<file path="config.mk">
export PLATFORM = sky130hd
export DESIGN_NAME = c3sf_front
export DESIGN_NICKNAME = d
export VERILOG_FILES = /design/src/c3sf_pkg.sv /design/src/c3sf_front.sv
export SDC_FILE = /design/constraint.sdc
export NUM_CORES = 1
export LEC_CHECK = 0
export BUFFER_PORTS_ARGS = -buffer_cell sky130_fd_sc_hd__clkbuf_2
export CORE_MARGIN = 2
export CORE_UTILIZATION = 48
export DETAILED_ROUTE_END_ITERATION = 10
export GPL_TIMING_DRIVEN = 0
export PLACE_DENSITY = 0.86
export SLEW_MARGIN = 40
export SYNTH_ARGS = -nofsm -noshare
export SYNTH_HDL_FRONTEND = slang
export SYNTH_SLANG_ARGS = --single-unit
</file>
<file path="constraint.sdc">
create_clock -name clk -period 10.6 [get_ports clk]
set_input_delay 2.12 -clock clk [delete_from_list [all_inputs] [get_ports clk]]
set_output_delay 2.12 -clock clk [all_outputs]
set_load 0.05 [all_outputs]
</file>
<file path="src/c3sf_pkg.sv">
// Package for the 3x3 same-padding convolution block.
// Holds constants, codes, item and configuration types shared by the front, back and top modules.
// Depends on nothing.
package c3sf_pkg;

  localparam int DefMaxInChannels  = 64;
  localparam int DefMaxOutChannels = 64;
  localparam int DefMaxHeight      = 64;
  localparam int DefMaxWidth       = 64;
  localparam int KernelSize        = 3;
  localparam int Taps              = KernelSize * KernelSize;

  localparam int SampleW = 16;
  localparam int ProdW   = 32;
  localparam int SumW    = 42;
  localparam int CfgW    = 7;
  localparam int DimW    = 10;

  localparam logic [1:0] FUNC_LOAD_WEIGHT = 2'd0;
  localparam logic [1:0] FUNC_LOAD_PIXEL  = 2'd1;
  localparam logic [1:0] FUNC_COMPUTE     = 2'd2;

  localparam logic [1:0] CFG_INPUT_CHANNELS  = 2'd0;
  localparam logic [1:0] CFG_OUTPUT_CHANNELS = 2'd1;
  localparam logic [1:0] CFG_IMAGE_HEIGHT    = 2'd2;
  localparam logic [1:0] CFG_IMAGE_WIDTH     = 2'd3;

  typedef enum logic [1:0] {
    KIND_WLOAD,
    KIND_PLOAD,
    KIND_CONV
  } kind_t;

  typedef enum logic [1:0] {
    ST_IDLE,
    ST_RUN,
    ST_DRAIN,
    ST_DONE
  } state_t;

  typedef struct packed {
    kind_t              kind;
    logic [5:0]         oc;
    logic [5:0]         ic;
    logic [5:0]         row;
    logic [5:0]         col;
    logic [3:0]         tap;
    logic [SampleW-1:0] sample;
  } entry_t;

  typedef struct packed {
    logic [DimW-1:0] nin;
    logic [DimW-1:0] nout;
    logic [DimW-1:0] h;
    logic [DimW-1:0] w;
  } dims_t;

endpackage

</file>
<file path="src/c3sf_front.sv">
// Front part: accepts input items, drops those without effect, and queues the rest.
// Depends on c3sf_pkg.
module c3sf_front #(
  parameter int MAX_IN_CHANNELS  = c3sf_pkg::DefMaxInChannels,
  parameter int MAX_OUT_CHANNELS = c3sf_pkg::DefMaxOutChannels,
  parameter int MAX_HEIGHT       = c3sf_pkg::DefMaxHeight,
  parameter int MAX_WIDTH        = c3sf_pkg::DefMaxWidth
) (
  input  logic                       clk,
  input  logic                       rst_n,
  input  logic                       in_push,
  output logic                       in_full,
  input  logic [1:0]                 in_func,
  input  logic [5:0]                 in_out_channel,
  input  logic [5:0]                 in_in_channel,
  input  logic [5:0]                 in_row,
  input  logic [5:0]                 in_col,
  input  logic [1:0]                 in_tap_row,
  input  logic [1:0]                 in_tap_col,
  input  logic [15:0]                in_sample,
  input  c3sf_pkg::dims_t            dims,
  output c3sf_pkg::entry_t           head,
  output logic                       head_valid,
  input  logic                       head_pop
);

  c3sf_pkg::entry_t q_r [2];
  c3sf_pkg::entry_t ent;
  logic             keep;
  logic             wp_r, rp_r;
  logic [1:0]       cnt_r;
  logic             push_q;

  always_comb begin
    ent.kind   = c3sf_pkg::KIND_CONV;
    ent.oc     = in_out_channel;
    ent.ic     = in_in_channel;
    ent.row    = in_row;
    ent.col    = in_col;
    ent.tap    = 4'({2'b0, in_tap_row} * 4'(c3sf_pkg::KernelSize)) + 4'(in_tap_col);
    ent.sample = in_sample;
    keep       = 1'b0;
    case (in_func)
      c3sf_pkg::FUNC_LOAD_WEIGHT: begin
        ent.kind = c3sf_pkg::KIND_WLOAD;
        keep = (int'(in_tap_row) < c3sf_pkg::KernelSize) &&
               (int'(in_tap_col) < c3sf_pkg::KernelSize) &&
               (int'(in_out_channel) < MAX_OUT_CHANNELS) &&
               (int'(in_in_channel) < MAX_IN_CHANNELS);
      end
      c3sf_pkg::FUNC_LOAD_PIXEL: begin
        ent.kind = c3sf_pkg::KIND_PLOAD;
        keep = (int'(in_in_channel) < MAX_IN_CHANNELS) &&
               (int'(in_row) < MAX_HEIGHT) && (int'(in_col) < MAX_WIDTH);
      end
      c3sf_pkg::FUNC_COMPUTE: begin
        keep = ({4'b0, in_out_channel} < dims.nout) &&
               ({4'b0, in_row} < dims.h) && ({4'b0, in_col} < dims.w);
      end
      default: keep = 1'b0;
    endcase
  end

  assign in_full    = (cnt_r == 2'd2);
  assign push_q     = in_push && !in_full && keep;
  assign head       = q_r[rp_r];
  assign head_valid = (cnt_r != 2'd0);

  always_ff @(posedge clk) begin
    if (push_q) begin
      q_r[wp_r] <= ent;
    end
    if (!rst_n) begin
      wp_r  <= 1'b0;
      rp_r  <= 1'b0;
      cnt_r <= 2'd0;
    end else begin
      if (push_q) begin
        wp_r <= !wp_r;
      end
      if (head_pop) begin
        rp_r <= !rp_r;
      end
      cnt_r <= cnt_r + 2'(push_q) - 2'(head_pop);
    end
  end

endmodule

</file>
==> summary.txt <==
Place
  – GP Congestion: 0.732
  – Worst slack, placed: 5.67 ns
  – I/O Buffers: about 130
  – Cell area after placement: 4980 um2
  – DP HPWL: approximately 6.3 mm

Route
  – WL/cell: 16.0 um
  – Total Routed Length: around 8.2 mm
  – DR vias/cell: between 4 and 5
  – Via count: around 2500
  – Iter 0 DRT Violations: 104
  – Detailed Routing Iterations Pass 1: 4
  – DRC: 0
  – Routed Antenna Nets: 0

Pwr
  – Total power: between 0.9 and 1 mW
  – Cell Pwr Density: 187 nW/um2
  – Maximum vdd ir drop: 0.000109 V
  – Gate power share: 0.271
  – Internal power: about 0.64 mW
  – Net Sw Frac: 0.340
  – P_leak: 2.16 nW
  – Clock power share: 0.234
  – NetSw: 0.329 mW
  – Sequential share of power: 0.494

Logic synthesis
  – Ys Warns: 0
  – Cell taking the most area after synthesis: edfxtp_1
  – Synth Cell Area: 4110 um2
  – Mean Syn Cell Area: 16.6 um2
  – Distinct cell type count after synthesis: 31
  – Top-area cell type share of the netlist area: 0.672
  – Register area share after synthesis: 0.696
  – Post-Syn Instances: 248
  – Synth Net Count: 360
  – Synth Register Bits: 97
  – Top cells by area, synth: edfxtp_1 67%, mux2_2 13%, ha_1 6.1%, dfxtp_1 2.4%, inv_1 2.0%

Flow run
  – Max Cap Viol: 0

STA
  – Slew headroom: 0.621
  – TNS Setup: 0 ns
  – Achievable Freq: 0.220 GHz
  – Unrepaired setup endpoints after global routing: false
  – Final period util: 0.430
  – Worst-margin pin slew: between 0.5 and 0.6 ns
  – Final Setup Violations: 0
  – Min Tclk post-route: 4.55 ns
  – Setup ws final: slightly above 6 ns
  – Hold Fails Final Rpt: 0
  – Final Max Slew Viols: 0
  – Fin Clk Skew: 0.0145 ns

Outcome
  – Outcome: complete, no violations

Finish
  – Share of cells above drive strength 1: 0.526
  – Antenna fix cells: 0
  – Fill cell count: 668
  – Fin nets: about 510
  – Fin area: 5170 um2
  – Commonest non-fill, non-tap cell in the layout: clkbuf_2
  – Syn-to-layout area delta: 25.7%
  – Multi-input combinational cell area: 1140 um2
  – Commonest cells after routing, fill and taps aside: 127 x clkbuf_2, 92 x edfxtp_1, 46 x mux2_2
  – Fin util: 0.626
  – Register area: between 2000 and 3000 um2

Floorplan
  – Die area: 9320 um2
  – FP Rows: 33
  – Num ports: 138
  – DIE WIDTH: 96.6 um
  – Die Y: 96.6 um
  – Initial Utilization: 0.498
  – Core area: 8260 um2

Hold path
  – Hold Path Depth: 2
  – Hold Crit Class: reg -> reg

Global routing
  – Total track usage: 0.180
  – Largest net degree at the start of global routing: 19
  – Vias in the first global route: 2575
  – First-pass GRT wire length: 12.3 mm
  – Initial antenna violation count: 0
  – Overflow after GRT: 0

CTS
  – Longest Clk Path Bufs: 2
  – CTS tree: yes
  – Num CTS Buffers: 9
  – Post-CTS Setup Bufs: 0
  – Worst-Skew Late Latency: 0.36 ns
  – Clk pin slew, worst setup/hold paths: 0.10 ns
  – Cts repair resizes: 0
  – Root buffer cell: clkbuf_8
  – CTS Hold Buffers Added: 0
  – CTS H-tree depth: 3
  – Clock sink total: 97

Setup path
  – Slowest-stage cell, CP: nor3b_2
  – CP required: 10.67 ns
  – Crit. End Element: flip-flop
  – CP Launch Type: input port
  – CP top delay family: compound AO/OA/AOI/OAI gates
  – CP Class: in -> reg
  – FF-to-FF path depth: 7
  – Critical path peak fanout: 8
  – Worst path cell trace: clkbuf_2 -> ha_1 -> a21oi_1 -> o21ai_0 -> a211oi_1 -> a31oi_1 -> nor3b_2 -> buf_2 -> buf_4 -> buf_4
  – Critical Path Max Stage Delay: just over 0.5 ns
  – Critical Path AT: 4.62 ns
  – Critical Path Stages: 10
  – Worst path bufs/invs: 4
  – Most used cell, CP: buf_4
==> cell families (layout without fill, tap and decap cells) <==
| family | after synthesis | count (layout) | synth area share |
|---|---|---|---|
| fa+ha+maj | 22 | 22 | 0.0706 |
| flops | 97 | 97 | 0.696 |
| mux | 46 | 46 | 0.126 |
| buf+inv | 29 | 186 | 0.0283 |
| compound gates | 19 | 19 | 0.0262 |
| simple gates | 32 | 32 | 0.0463 |
| xor+xnor | 3 | 3 | 0.00639 |
==> stage by stage <==
stage | hold slack, ns | cells
6_report | 0.598 | 510
5_1_grt | 0.619 | 510
4_1_cts | 0.605 | 510
3_5_place_dp | 0.586 | 494
2_1_floorplan | 0.550 | 248
3_3_place_gp | 0.561 | 480
==> metal layers <==
layer / routed length, um / track usage / vias up
li1: - / - / 1234
met1: 3200 / 0.197 / 1202
met2: 4410 / 0.332 / 74
met3: 431 / 0.0442 / 10
met4: 146 / 0.0751 / 0
met5: 0 / 0 / -
==> power by group through the flow <==
stage,Clock [mW],Sequential (mW),Combinational [mW]
4_1_cts,0.233,0.478,0.266
3_5_place_dp,0,0.487,0.265
2_1_floorplan,0,0.488,0.188
6_report,0.227,0.478,0.262
5_1_grt,0.248,0.482,0.281
3_3_place_gp,0,0.492,0.247
==> worst reg2reg max path: stages, from the launching register on <==
cell	delay [ns]
dfxtp_1	0.34
nor2b_1	0.15
or3b_1	0.34
buf_2	0.16
nor3_2	0.48
buf_2	0.31
buf_4	0.20
buf_4	0.19
==> path summary, 6_finish.rpt <==
kind | from | end | slack, ns
max | in_row[5] | q_r[1][6] | 6.05
min | rp_r | rp_r | 0.60
max reg2reg | cnt_r[1] | q_r[0][7] | 8.14
min reg2reg | rp_r | rp_r | 0.60
==> registers in the layout (all words and copies together), names as in the netlist, named ones only <==
register  cells
q_r          92
cnt_r         2
rp_r          1
wp_r          1
==> synth_stat cells, drive strengths merged <==
cell / n
nor3: 4
and2b: 1
a21oi: 10
a31o: 1
or3b: 1
clkbuf: 1
nor4b: 1
nor2b: 1
nor3b: 3
a211oi: 1
and2: 4
xor2: 1
edfxtp: 92
nor4: 3
nand2: 5
buf: 6
dfxtp: 5
ha: 20
fa: 2
xnor2: 2
nand4: 2
nand3: 2
a31oi: 2
nand2b: 3
inv: 22
o21ai: 5
mux2: 46
or2: 2
==> area by class of cell <==
cell class,instances,share of cell area
Clock inverter,7,0.0114
Timing Repair Buffer,141,0.141
Sequential cell,97,0.554
Inverter,22,0.0160
Clock buffer,9,0.0240
Multi-Input combinational cell,122,0.221
Tap cell,105,0.0254
Buffer,7,0.00654
Note: power is estimated with default switching activity, not from simulation.
